===== src/sv/rfc_pkg.sv =====
`default_nettype none

package rfc_pkg;

  localparam int unsigned ChanW    = 8;
  localparam int unsigned NumChan  = 4;
  localparam int unsigned TimeW    = 32;
  localparam int unsigned LenW     = 16;
  localparam int unsigned ProdW    = ChanW + LenW;
  localparam int unsigned CfgIdxW  = 3;
  localparam int unsigned CfgDataW = 16;

  localparam logic [ChanW-1:0] NormalReset   = 8'd255;
  localparam logic [LenW-1:0]  DurationReset = 16'd500;

  typedef enum logic [CfgIdxW-1:0] {
    CFG_NORMAL_RED   = 3'd0,
    CFG_NORMAL_GREEN = 3'd1,
    CFG_NORMAL_BLUE  = 3'd2,
    CFG_NORMAL_ALPHA = 3'd3,
    CFG_FADE_DUR     = 3'd4
  } cfg_idx_e;

  typedef enum logic [1:0] {
    PH_IDLE = 2'd0,
    PH_PEND = 2'd1,
    PH_FADE = 2'd2
  } fade_phase_e;

  typedef enum logic {
    OP_TICK  = 1'b0,
    OP_START = 1'b1
  } fade_op_e;

  typedef struct packed {
    logic             op;
    logic [TimeW-1:0] now;
  } in_item_t;

  typedef struct packed {
    logic             visible;
    logic [ChanW-1:0] out_red;
    logic [ChanW-1:0] out_green;
    logic [ChanW-1:0] out_blue;
    logic [ChanW-1:0] out_alpha;
    logic [1:0]       phase;
    logic             direction;
  } out_item_t;

  // Request to the shared interpolation unit.
  typedef struct packed {
    logic             start;
    logic [ChanW-1:0] from_val;
    logic [ChanW-1:0] to_val;
    logic [LenW-1:0]  elapsed;
    logic [LenW-1:0]  length;
  } lerp_req_t;

  typedef struct packed {
    logic             done;
    logic [ChanW-1:0] value;
  } lerp_rsp_t;

endpackage

`default_nettype wire


===== src/sv/rfc_lerp.sv =====
`default_nettype none

module rfc_lerp (
  input  wire logic              clk_i,
  input  wire logic              rst_ni,
  input  wire rfc_pkg::lerp_req_t req_i,
  output rfc_pkg::lerp_rsp_t      rsp_o
);
  import rfc_pkg::*;

  typedef enum logic [1:0] {
    L_IDLE = 2'b01,
    L_DIV  = 2'b10
  } lerp_state_e;

  lerp_state_e      state_q, state_d;
  logic [2:0]       cnt_q, cnt_d;
  logic [LenW-1:0]  rem_q, rem_d;
  logic [ChanW-1:0] quo_q, quo_d;
  logic [ChanW-1:0] base_q, base_d;
  logic             up_q, up_d;
  logic [LenW-1:0]  len_q, len_d;
  logic             done_q, done_d;

  logic             up;
  logic [ChanW-1:0] diff;
  logic [ProdW-1:0] prod;
  logic [LenW:0]    trial;
  logic             ge;

  assign up    = req_i.to_val >= req_i.from_val;
  assign diff  = up ? (req_i.to_val - req_i.from_val) : (req_i.from_val - req_i.to_val);
  assign prod  = {{LenW{1'b0}}, diff} * {{ChanW{1'b0}}, req_i.elapsed};

  // Restoring division: the quotient never exceeds the difference, so the
  // high product bits already sit below the divisor and eight steps suffice.
  // The low product bits shift out of quo_q as quotient bits shift in.
  assign trial = {rem_q, quo_q[ChanW-1]};
  assign ge    = (len_q != '0) && (trial >= {1'b0, len_q});

  always_comb begin
    state_d = state_q;
    cnt_d   = cnt_q;
    rem_d   = rem_q;
    quo_d   = quo_q;
    base_d  = base_q;
    up_d    = up_q;
    len_d   = len_q;
    done_d  = 1'b0;
    case (state_q)
      L_IDLE: begin
        if (req_i.start) begin
          rem_d   = prod[ProdW-1:ChanW];
          quo_d   = prod[ChanW-1:0];
          base_d  = req_i.from_val;
          up_d    = up;
          len_d   = req_i.length;
          cnt_d   = '0;
          state_d = L_DIV;
        end
      end
      L_DIV: begin
        rem_d = ge ? LenW'(trial - {1'b0, len_q}) : trial[LenW-1:0];
        quo_d = {quo_q[ChanW-2:0], ge};
        cnt_d = cnt_q + 3'd1;
        if (cnt_q == 3'd7) begin
          done_d  = 1'b1;
          state_d = L_IDLE;
        end
      end
      default: state_d = L_IDLE;
    endcase
  end

  always_ff @(posedge clk_i or negedge rst_ni) begin
    if (!rst_ni) begin
      state_q <= L_IDLE;
      done_q  <= 1'b0;
      cnt_q   <= '0;
    end else begin
      state_q <= state_d;
      done_q  <= done_d;
      cnt_q   <= cnt_d;
    end
  end

  always_ff @(posedge clk_i) begin
    rem_q  <= rem_d;
    quo_q  <= quo_d;
    base_q <= base_d;
    up_q   <= up_d;
    len_q  <= len_d;
  end

  assign rsp_o.done  = done_q;
  assign rsp_o.value = up_q ? (base_q + quo_q) : (base_q - quo_q);

endmodule

`default_nettype wire


===== src/sv/rgba_fade_controller_top.sv =====
// Channel  Direction  Handshake          Payload
// in       input      in_valid/in_ready   rfc_pkg::in_item_t (op, now)
// out      output     out_valid/out_ready rfc_pkg::out_item_t (one beat per input beat)
// cfg      input      cfg_we              cfg_idx, cfg_data (write only)
//
// A start beat, an idle tick, a tick that begins a fade and a tick that ends one
// go from acceptance through T_FIN to the result register. A tick inside a running
// fade first passes each color channel in turn through the single shared
// interpolation unit: a launch state, one multiply with eight restoring divide steps
// and a hand-back state. T_FIN waits while an earlier result is still unaccepted.
// in_ready is low while a beat is in work; a result waiting on out_ready does not
// block the next input beat. Reset is asynchronous and needs no clearing pass.
`default_nettype none

module rgba_fade_controller_top (
  input  wire logic                            clk_i,
  input  wire logic                            rst_ni,
  input  wire logic                            in_valid_i,
  output logic                                 in_ready_o,
  input  wire rfc_pkg::in_item_t               in_data_i,
  output logic                                 out_valid_o,
  input  wire logic                            out_ready_i,
  output rfc_pkg::out_item_t                   out_data_o,
  input  wire logic                            cfg_we_i,
  input  wire logic [rfc_pkg::CfgIdxW-1:0]     cfg_idx_i,
  input  wire logic [rfc_pkg::CfgDataW-1:0]    cfg_data_i
);
  import rfc_pkg::*;

  typedef enum logic [3:0] {
    T_IDLE   = 4'b0001,
    T_LAUNCH = 4'b0010,
    T_WAIT   = 4'b0100,
    T_FIN    = 4'b1000
  } top_state_e;

  top_state_e          state_q, state_d;
  logic [ChanW-1:0]    nred_q, ngreen_q, nblue_q, nalpha_q;
  logic [LenW-1:0]     dur_q;
  fade_phase_e         phase_q, phase_d;
  logic                dir_q, dir_d;
  logic                shown_q, shown_d;
  logic [TimeW-1:0]    begin_q, begin_d;
  logic [LenW-1:0]     len_q, len_d;
  logic [31:0]         from_q, from_d;
  logic [31:0]         to_q, to_d;
  logic [31:0]         cur_q, cur_d;
  logic [1:0]          chan_q, chan_d;
  logic [LenW-1:0]     elapsed_q, elapsed_d;
  logic                out_valid_q, out_valid_d;
  out_item_t           out_q, out_d;

  logic                in_fire;
  logic [TimeW-1:0]    elapsed_full;
  logic                expired;
  logic [23:0]         rgb;
  lerp_req_t           lerp_req;
  lerp_rsp_t           lerp_rsp;

  assign in_ready_o   = (state_q == T_IDLE);
  assign in_fire      = in_valid_i && in_ready_o;
  assign elapsed_full = in_data_i.now - begin_q;
  assign expired      = elapsed_full > {{(TimeW-LenW){1'b0}}, len_q};
  assign rgb          = {nblue_q, ngreen_q, nred_q};

  assign lerp_req.start    = (state_q == T_LAUNCH);
  assign lerp_req.from_val = from_q[{chan_q, 3'b000} +: ChanW];
  assign lerp_req.to_val   = to_q[{chan_q, 3'b000} +: ChanW];
  assign lerp_req.elapsed  = elapsed_q;
  assign lerp_req.length   = len_q;

  rfc_lerp u_lerp (
    .clk_i  (clk_i),
    .rst_ni (rst_ni),
    .req_i  (lerp_req),
    .rsp_o  (lerp_rsp)
  );

  always_comb begin
    state_d     = state_q;
    phase_d     = phase_q;
    dir_d       = dir_q;
    shown_d     = shown_q;
    begin_d     = begin_q;
    len_d       = len_q;
    from_d      = from_q;
    to_d        = to_q;
    cur_d       = cur_q;
    chan_d      = chan_q;
    elapsed_d   = elapsed_q;
    out_valid_d = out_valid_q && !out_ready_i;
    out_d       = out_q;
    case (state_q)
      T_IDLE: begin
        if (in_fire) begin
          state_d = T_FIN;
          if (in_data_i.op == OP_START) begin
            phase_d = PH_PEND;
          end else if (phase_q == PH_PEND) begin
            // Starting tick: elapsed is zero, so the colour equals the start point.
            phase_d = PH_FADE;
            begin_d = in_data_i.now;
            len_d   = dur_q;
            shown_d = 1'b1;
            if (!dir_q) begin
              from_d = {8'h00, rgb};
              to_d   = {nalpha_q, rgb};
              cur_d  = {8'h00, rgb};
            end else begin
              from_d = cur_q;
              to_d   = {8'h00, cur_q[23:0]};
            end
          end else if (phase_q == PH_FADE) begin
            if (expired) begin
              phase_d = PH_IDLE;
              dir_d   = !dir_q;
              shown_d = !dir_q;
              cur_d   = to_q;
            end else begin
              elapsed_d = elapsed_full[LenW-1:0];
              chan_d    = '0;
              state_d   = T_LAUNCH;
            end
          end
        end
      end
      T_LAUNCH: state_d = T_WAIT;
      T_WAIT: begin
        if (lerp_rsp.done) begin
          cur_d[{chan_q, 3'b000} +: ChanW] = lerp_rsp.value;
          if (chan_q == 2'(NumChan - 1)) begin
            state_d = T_FIN;
          end else begin
            chan_d  = chan_q + 2'd1;
            state_d = T_LAUNCH;
          end
        end
      end
      T_FIN: begin
        if (!out_valid_q || out_ready_i) begin
          out_valid_d       = 1'b1;
          out_d.visible     = shown_q;
          out_d.out_red     = cur_q[7:0];
          out_d.out_green   = cur_q[15:8];
          out_d.out_blue    = cur_q[23:16];
          out_d.out_alpha   = cur_q[31:24];
          out_d.phase       = phase_q;
          out_d.direction   = dir_q;
          state_d           = T_IDLE;
        end
      end
      default: state_d = T_IDLE;
    endcase
  end

  always_ff @(posedge clk_i or negedge rst_ni) begin
    if (!rst_ni) begin
      state_q     <= T_IDLE;
      phase_q     <= PH_IDLE;
      dir_q       <= 1'b0;
      shown_q     <= 1'b0;
      begin_q     <= '0;
      len_q       <= '0;
      from_q      <= '0;
      to_q        <= '0;
      cur_q       <= '0;
      chan_q      <= '0;
      out_valid_q <= 1'b0;
      nred_q      <= NormalReset;
      ngreen_q    <= NormalReset;
      nblue_q     <= NormalReset;
      nalpha_q    <= NormalReset;
      dur_q       <= DurationReset;
    end else begin
      state_q     <= state_d;
      phase_q     <= phase_d;
      dir_q       <= dir_d;
      shown_q     <= shown_d;
      begin_q     <= begin_d;
      len_q       <= len_d;
      from_q      <= from_d;
      to_q        <= to_d;
      cur_q       <= cur_d;
      chan_q      <= chan_d;
      out_valid_q <= out_valid_d;
      if (cfg_we_i) begin
        case (cfg_idx_i)
          CFG_NORMAL_RED:   nred_q   <= cfg_data_i[ChanW-1:0];
          CFG_NORMAL_GREEN: ngreen_q <= cfg_data_i[ChanW-1:0];
          CFG_NORMAL_BLUE:  nblue_q  <= cfg_data_i[ChanW-1:0];
          CFG_NORMAL_ALPHA: nalpha_q <= cfg_data_i[ChanW-1:0];
          CFG_FADE_DUR:     dur_q    <= cfg_data_i[LenW-1:0];
          default: ;
        endcase
      end
    end
  end

  always_ff @(posedge clk_i) begin
    elapsed_q <= elapsed_d;
    out_q     <= out_d;
  end

  assign out_valid_o = out_valid_q;
  assign out_data_o  = out_q;

endmodule

`default_nettype wire


===== config.mk =====
export PLATFORM = sky130hd
export DESIGN_NAME = rgba_fade_controller_top
export DESIGN_NICKNAME = d
export VERILOG_FILES = /design/src/sv/rfc_pkg.sv /design/src/sv/rfc_lerp.sv /design/src/sv/rgba_fade_controller_top.sv
export SDC_FILE = /design/constraint.sdc
export NUM_CORES = 1
export LEC_CHECK = 0
export ABC_AREA = 0
export BUFFER_PORTS_ARGS = -buffer_cell sky130_fd_sc_hd__buf_2
export CORE_MARGIN = 4
export CORE_UTILIZATION = 35
export DETAILED_ROUTE_END_ITERATION = 7
export PLACE_DENSITY = 0.6
export SLEW_MARGIN = 10
export SYNTH_ARGS = -nofsm -noshare
export SYNTH_HDL_FRONTEND = slang
export SYNTH_SLANG_ARGS = --single-unit

===== constraint.sdc =====
create_clock -name clk_i -period 19.1 [get_ports clk_i]
set_input_delay 2.865 -clock clk_i [delete_from_list [all_inputs] [get_ports clk_i]]
set_output_delay 2.865 -clock clk_i [all_outputs]
set_load 0.01 [all_outputs]

**Yosys cells after proc, flatten, opt, wreduce, memory -nomap -nowiden**

Cells that the tools add are included.

- Flip-flop bits (word level): 310
- Input bits: 57
- Output and inout port bits: 38
- Logic and storage cells: 160

- $add $sub $neg: 9
- Multiply operators: 1
- Order comparisons: 3
- Equal/unequal tests: 26
- Shift-type cells: 4
- Muxes and demuxes: 50
- Bitwise logic cells: 3
- Reductions and logical operators: 32

Operators by type and width:

| cell | count |
|---|---|
| $mux 32 | 8 |
| $pmux 32 s2 | 1 |
| $shiftx 32x6->8 | 2 |
| $bwmux 32 | 1 |
| $gt 32x16->1 | 1 |
| $mux 16 | 2 |
| $mux 4 | 8 |
| $pmux 16 s2 | 1 |
| $shift 8x7->32 const A | 1 |
| $shiftx 8x7->32 | 1 |
| $sub 32x32->32 | 1 |
| $mux 2 | 13 |
| $mul 8x16->24 | 1 |
| $mux 8 | 3 |
| $sub 8x8->8 | 3 |
| $reduce_and 2->1 | 9 |
| $reduce_and 6->1 | 3 |
| $ge 17x16->1 | 1 |
| $pmux 4 s4 | 1 |
| $pmux 8 s2 | 1 |
| $reduce_bool 16->1 | 1 |
| $sub 16x16->16 | 1 |
| $ne 2x2->1 const B | 6 |
| $add 8x8->8 | 1 |
| other kinds (30) | 57 |

**Longest topological paths before layout**

- Word-level depth: 8
- Depth in mapped cells: 41
- Gate-level depth less buffers: 37

**By module**

A second synthesis with hierarchy kept.

- Cells, all modules: 2041
- Area total of the unflattened synthesis: 20651.1 um^2

By module, submodules not included:

| module | times used | cells an instance | area each (um^2) | sequential area each (um^2) |
|---|---|---|---|---|
| rgba_fade_controller_top | 1 | 1161 | 12388.1 | 6089.6 |
| rfc_lerp | 1 | 880 | 8262.9 | 1622.8 |

**Worst setup path after synthesis**

Ideal clock, no wire load.

- Kind: flip-flop to flip-flop
- Start: register chan_q[1]
- End: register u_lerp.rem_q[15], data pin
- Arrival time: 8451 ps
- Slack: 10383 ps
- Stages on the path, launching flop included: 39
- Clock period less this slack: 8717 ps
- Cell sequence: dfrtp_1 -> clkbuf_1 -> clkbuf_1 -> and2_1 -> a211oi_1 -> a21o_1 -> inv_1 -> ha_1 -> inv_1 -> fa_1 -> a21oi_1 -> o211ai_1 -> a21o_1 -> a21oi_1 -> o21ai_0 -> buf_2 -> mux2_2 -> o21ai_0 -> [3 not listed] -> clkbuf_1 -> and2_1 -> fa_1 -> fa_1 -> fa_1 -> inv_1 -> fa_1 -> inv_1 -> ha_1 -> o21a_1 -> o21ai_0 -> a221oi_1 -> o31a_1 -> o41a_1 -> a211o_1 -> a31o_2 -> xnor2_1 -> mux2i_1

RTL lines:

| what | RTL line | text |
|---|---|---|
| from (decl) | rgba_fade_controller_top.sv:48 | `logic [1:0] chan_q, chan_d;` |
| from (signal assigned) | rgba_fade_controller_top.sv:184 | `chan_q <= chan_d;` |
| to (signal assigned) | rfc_lerp.sv:88 | `rem_q <= rem_d;` |
| to (decl) | rfc_lerp.sv:18 | `logic [LenW-1:0] rem_q, rem_d;` |

**Worst setup path after layout**

- Start: register chan_q[1]
- End: register u_lerp.rem_q[15], data pin

- Word-level cells in the longest chain between the ends: 6

RTL lines:

| what | RTL line | text |
|---|---|---|
| $shiftx 32x6->8, on equally long branches | rgba_fade_controller_top.sv:67, rgba_fade_controller_top.sv:68 |  |
| $sub 8x8->8 / $ge 8x8->1 (equally long branches) | rfc_lerp.sv:32, rfc_lerp.sv:31 |  |
| $mux 8 * | rfc_lerp.sv:32 | `assign diff = up ? (req_i.to_val - req_i.from_val) : (req_i.from_val - req_i.to_val);` |
| $mul 8x16->24 * | rfc_lerp.sv:33 | `assign prod = {{LenW{1'b0}}, diff} * {{ChanW{1'b0}}, req_i.elapsed};` |
| $mux 16 * | rfc_lerp.sv:52 | `if (req_i.start) begin` |
| $pmux 16 s2 * | rfc_lerp.sv:50 | `case (state_q)` |
| via u_lerp.rem_d[15] | rfc_lerp.sv:18 |  |

The timed path passes the listed nets; every way through them passes the cells marked *. The select of a mux whose other input is x is not followed.
A chain may end at the register's enable or synchronous reset.

==> report_table.html <==
<table>
<tr><th>Metric</th><th>Value</th></tr>
<tr><th colspan="2">Status</th></tr>
<tr><td>Status</td><td>completed</td></tr>
<tr><th colspan="2">Worst setup path</th></tr>
<tr><td>Sort of element at the end of the critical path</td><td>flop</td></tr>
<tr><td>CP Class</td><td>flop to flop</td></tr>
<tr><td>Delay of the slowest cell on the worst path</td><td>1.12 ns</td></tr>
<tr><td>Critical path peak fanout</td><td>30</td></tr>
<tr><td>Worst Path Arrival</td><td>10.60 ns</td></tr>
<tr><td>Combined buffer and inverter count along the critical path</td><td>5</td></tr>
<tr><td>Delay-heaviest family, CP</td><td>compound AO/OA/AOI/OAI gates</td></tr>
<tr><td>Required time of the critical path</td><td>19.39 ns</td></tr>
<tr><td>Cell repeated most along the worst path</td><td>sky130_fd_sc_hd__fa_1</td></tr>
<tr><td>Startpoint type of the worst setup path</td><td>flop</td></tr>
<tr><td>Slowest CP cell</td><td>sky130_fd_sc_hd__dfrtp_1</td></tr>
<tr><th colspan="2">Clocking</th></tr>
<tr><td>Number of hold buffers added after CTS</td><td>0</td></tr>
<tr><td>Buffers inserted by post-CTS timing repair</td><td>0</td></tr>
<tr><td>Number of buffers between clock root and the deepest sink</td><td>3</td></tr>
<tr><td>Master cell of the clock root buffer</td><td>sky130_fd_sc_hd__clkbuf_16</td></tr>
<tr><td>Post-CTS sizing</td><td>0</td></tr>
<tr><td>Number of levels the H-tree was split into</td><td>1</td></tr>
<tr><td>Clock latency at the later pin of the worst-skew pair</td><td>0.59 ns</td></tr>
<tr><td>Clock transition at the register clock pins on the worst setup and hold paths after CTS</td><td>0.07 ns</td></tr>
<tr><td>Clock buffers created by TritonCTS</td><td>29</td></tr>
<tr><td>TritonCTS sink count</td><td>286</td></tr>
<tr><td>Clock tree from TritonCTS</td><td>yes</td></tr>
<tr><th colspan="2">Logic synthesis</th></tr>
<tr><td>Share of synthesized area occupied by flip-flops and latches</td><td>0.377</td></tr>
<tr><td>Cell taking the most area after synthesis</td><td>sky130_fd_sc_hd__dfrtp_1</td></tr>
<tr><td>Number of storage elements in the synthesis netlist</td><td>286</td></tr>
<tr><td>Top FF cell, synth</td><td>sky130_fd_sc_hd__dfrtp_1</td></tr>
<tr><td>Number of warning messages in the yosys log</td><td>0</td></tr>
<tr><td>Synth top area cells</td><td>sky130_fd_sc_hd__dfrtp_1 (18%), sky130_fd_sc_hd__edfxtp_1 (15%), sky130_fd_sc_hd__fa_1 (8.7%)</td></tr>
<tr><td>Post-Syn Nets</td><td>2308</td></tr>
<tr><td>Cell variety after synth</td><td>72</td></tr>
<tr><td>Cell Area, Synth</td><td>0.0205 mm²</td></tr>
<tr><td>Average instance area after synthesis</td><td>10.1 µm²</td></tr>
<tr><td>Count of flip-flops with a built-in enable after synthesis</td><td>101</td></tr>
<tr><td>Area share of the largest cell type after synthesis</td><td>0.177</td></tr>
<tr><td>Synthesized instance count</td><td>2024</td></tr>
<tr><td>Asr flop ratio synth</td><td>0.647</td></tr>
<tr><th colspan="2">GRT</th></tr>
<tr><td>GRT Resource Usage Total</td><td>0.171</td></tr>
<tr><td>Met3 demand-to-capacity share in global routing</td><td>0.0188</td></tr>
<tr><td>Most congested layer reported by global routing</td><td>met2</td></tr>
<tr><td>Pin count of the biggest net entering global routing</td><td>82</td></tr>
<tr><td>Routing usage on met2</td><td>0.289</td></tr>
<tr><td>Sum of overflow across all layers after global routing</td><td>0</td></tr>
<tr><td>Antenna violations before repair</td><td>2</td></tr>
<tr><td>First-pass GRT wire length</td><td>87300 µm</td></tr>
<tr><td>Met1 usage in global routing</td><td>0.241</td></tr>
<tr><td>Vias in the first global route</td><td>15424</td></tr>
<tr><th colspan="2">Placed design</th></tr>
<tr><td>Number of port buffers</td><td>94</td></tr>
<tr><td>Pre-CTS WS</td><td>8.52 ns</td></tr>
<tr><td>Area after DPL</td><td>0.0218 mm²</td></tr>
<tr><td>Weighted congestion at the end of routability-driven global placement</td><td>0.924</td></tr>
<tr><td>Detailed placement HPWL</td><td>40700 µm</td></tr>
<tr><th colspan="2">Routing</th></tr>
<tr><td>Total length of routed wires</td><td>53600 µm</td></tr>
<tr><td>Iteration-0 DRC count of the detailed router</td><td>789</td></tr>
<tr><td>1st-pass router iterations</td><td>6</td></tr>
<tr><td>Via density</td><td>5.21</td></tr>
<tr><td>Residual DRC count</td><td>0</td></tr>
<tr><td>Post-DR wirelength/cell</td><td>18.6 µm</td></tr>
<tr><td>Vias</td><td>15023</td></tr>
<tr><td>Final ANT Viol Nets</td><td>0</td></tr>
<tr><th colspan="2">Flow run</th></tr>
<tr><td>Max-cap violations</td><td>0</td></tr>
<tr><th colspan="2">Cells and area</th></tr>
<tr><td>Number of antenna diodes</td><td>0</td></tr>
<tr><td>Design area</td><td>0.0228 mm²</td></tr>
<tr><td>Fraction of final layout cells with drive strength greater than 1</td><td>0.169</td></tr>
<tr><td>Sequential cell area</td><td>0.00771 mm²</td></tr>
<tr><td>Area growth from synthesis to final layout</td><td>11.5%</td></tr>
<tr><td>Filler cell count in the final layout</td><td>5670</td></tr>
<tr><td>Total area of multi-input combinational cells</td><td>0.0117 mm²</td></tr>
<tr><td>Number of nets in the layout</td><td>2382</td></tr>
<tr><th colspan="2">Floorplan</th></tr>
<tr><td>Die extent in y</td><td>250 µm</td></tr>
<tr><td>Core region area</td><td>0.0578 mm²</td></tr>
<tr><td>Floorplan die area</td><td>0.0624 mm²</td></tr>
<tr><td>Number of standard-cell rows in the floorplan</td><td>88</td></tr>
<tr><td>Floorplan die width</td><td>250 µm</td></tr>
<tr><td>Number of top-level design ports</td><td>95</td></tr>
<tr><td>Initial Util</td><td>0.354</td></tr>
<tr><th colspan="2">STA</th></tr>
<tr><td>Aggregate negative setup slack</td><td>0 ns</td></tr>
<tr><td>Number of pins with negative max-slew slack in the final report</td><td>0</td></tr>
<tr><td>Hold slack</td><td>0.477 ns</td></tr>
<tr><td>Final setup violation count</td><td>0</td></tr>
<tr><td>Worst setup skew after layout</td><td>0.0217 ns</td></tr>
<tr><td>Post-route clock period utilization</td><td>0.540</td></tr>
<tr><td>Slew headroom</td><td>0.218</td></tr>
<tr><td>Worst path setup slack after routing</td><td>8.79 ns</td></tr>
<tr><td>Actual transition at the worst max-transition pin</td><td>1.17 ns</td></tr>
<tr><td>Fmax</td><td>0.0970 GHz</td></tr>
<tr><td>Final number of hold-violating endpoints</td><td>0</td></tr>
<tr><td>Tmin final</td><td>10.31 ns</td></tr>
<tr><td>Unrepaired setup endpoints after global routing</td><td>false</td></tr>
<tr><th colspan="2">Min path</th></tr>
<tr><td>Path category of the worst min-delay check</td><td>flop to flop</td></tr>
</table>
-- Yosys cell counts, types with 4 or more instances --
cell and number:
sky130_fd_sc_hd__buf_1 5, sky130_fd_sc_hd__xnor2_1 42, sky130_fd_sc_hd__o31ai_1 6, sky130_fd_sc_hd__mux2_2 133, sky130_fd_sc_hd__o22ai_1 34, sky130_fd_sc_hd__nand2b_1 34
sky130_fd_sc_hd__a31o_2 4, sky130_fd_sc_hd__a31oi_1 21, sky130_fd_sc_hd__nor2b_1 61, sky130_fd_sc_hd__dfstp_2 40, sky130_fd_sc_hd__xor2_1 23, sky130_fd_sc_hd__edfxtp_1 101
sky130_fd_sc_hd__nor4_1 10, sky130_fd_sc_hd__and3_1 9, sky130_fd_sc_hd__nand3b_1 6, sky130_fd_sc_hd__nor2_1 81, sky130_fd_sc_hd__inv_1 227, sky130_fd_sc_hd__nand3_1 24
sky130_fd_sc_hd__nor3_1 25, sky130_fd_sc_hd__ha_1 138, sky130_fd_sc_hd__o21ai_0 115, sky130_fd_sc_hd__nor2_4 4, sky130_fd_sc_hd__a211o_1 5, sky130_fd_sc_hd__a211oi_1 13
sky130_fd_sc_hd__buf_2 7, sky130_fd_sc_hd__clkbuf_1 55, sky130_fd_sc_hd__a21oi_1 91, sky130_fd_sc_hd__o21a_1 11, sky130_fd_sc_hd__and2_1 77, sky130_fd_sc_hd__nand4_1 15
sky130_fd_sc_hd__o31a_1 4, sky130_fd_sc_hd__a21o_1 41, sky130_fd_sc_hd__fa_1 89, sky130_fd_sc_hd__a2111o_1 4, sky130_fd_sc_hd__mux2i_1 70, sky130_fd_sc_hd__dfrtp_1 145
sky130_fd_sc_hd__nand2_1 167, sky130_fd_sc_hd__o21bai_1 13, sky130_fd_sc_hd__o211ai_1 14
-- logic make-up (layout without fill, tap and decap cells) --
kind of cell	count (synthesis)	after routing	share of synthesized area
xor+xnor	65	65	0.0278
mux	204	204	0.108
fa+ha+maj	227	227	0.172
buf+inv	296	393	0.0548
flops	286	286	0.377
compound gates	412	412	0.127
simple gates	534	534	0.133
-- final cells by class --
type,instances,area share
Sequential cell,286,0.338
Tap cell,765,0.0420
Inverter,228,0.0375
Clock buffer,34,0.0345
Timing Repair Buffer,111,0.0266
Multi-Input combinational cell,1442,0.512
Clock inverter,20,0.00955
-- metrics by stage --
step           utilization  instances
6_report             0.395       2886
5_1_grt              0.395       2886
4_1_cts              0.394       2886
3_5_place_dp         0.377       2832
3_3_place_gp         0.377       2832
2_1_floorplan            -       2024
-- cell usage in the layout, fill, tap and decap left out, drive strengths merged, types with 9 or more instances in the layout --
cell type    n
a211oi      13
buf        110
a21oi       91
nand2      167
nand2b      34
fa          89
inv        232
dfrtp      145
mux2i       70
o211ai      15
a21o        41
clkbuf      35
edfxtp     101
and2        77
xnor2       42
nor4        10
mux2       134
o21ai      117
ha         138
dfstp       40
a31oi       21
nor2b       61
o21bai      13
o21a        11
nor3        25
o22ai       35
nand4       15
clkinv      11
xor2        23
nor2        85
and3         9
nand3       24
-- state kept, by name, summed over array words and instances, names as in the netlist, 16 cells and up --
register,flops
from_q,32
dur_q,16
cur_q,32
elapsed_q,16
u_lerp.len_q,16
len_q,16
u_lerp.rem_q,16
out_data_o,36
begin_q,32
-- metal layers --
metal  vias to the layer above  wire, µm
met5                         -        20
met4                         2       799
met3                        55      1820
met2                       255     25800
met1                      7536     25200
li1                       7175         -
-- worst reg2reg max path, delay by kind of cell (launching register included) --
| kind | cells | cell delay, ns |
|---|---|---|
| XOR/XNOR | 2 | 0.80 |
| AO/OA/AOI/OAI | 15 | 3.32 |
| adder cells (fa/ha/maj) | 6 | 3.06 |
| flip-flops | 1 | 1.12 |
| AND/OR/NAND/NOR | 3 | 0.51 |
| multiplexers | 2 | 0.29 |
| buffers and inverters | 5 | 0.91 |
-- final timing paths --
path                                  startpoint  slack, ns                    endpoint  depth (start not counted)
min reg2reg                cur_q[13]$_DFFE_PN0P_       0.48    out_data_o[24]$_DFFE_PP_                          0
min in group asynchronous                 rst_ni       2.25       out_valid_o$_DFF_PN0_                          1
min                        cur_q[13]$_DFFE_PN0P_       0.48    out_data_o[24]$_DFFE_PP_                          0
max reg2reg                chan_q[1]$_DFFE_PN0P_       8.79  u_lerp.rem_q[15]$_DFFE_PP_                         33
max                        chan_q[1]$_DFFE_PN0P_       8.79  u_lerp.rem_q[15]$_DFFE_PP_                         33
max in group asynchronous                 rst_ni      14.81       dur_q[13]$_DFFE_PN0P_                          3
Power is not shown: default switching activity piles up to over one toggle a cycle in this logic, so the estimate is an artifact.
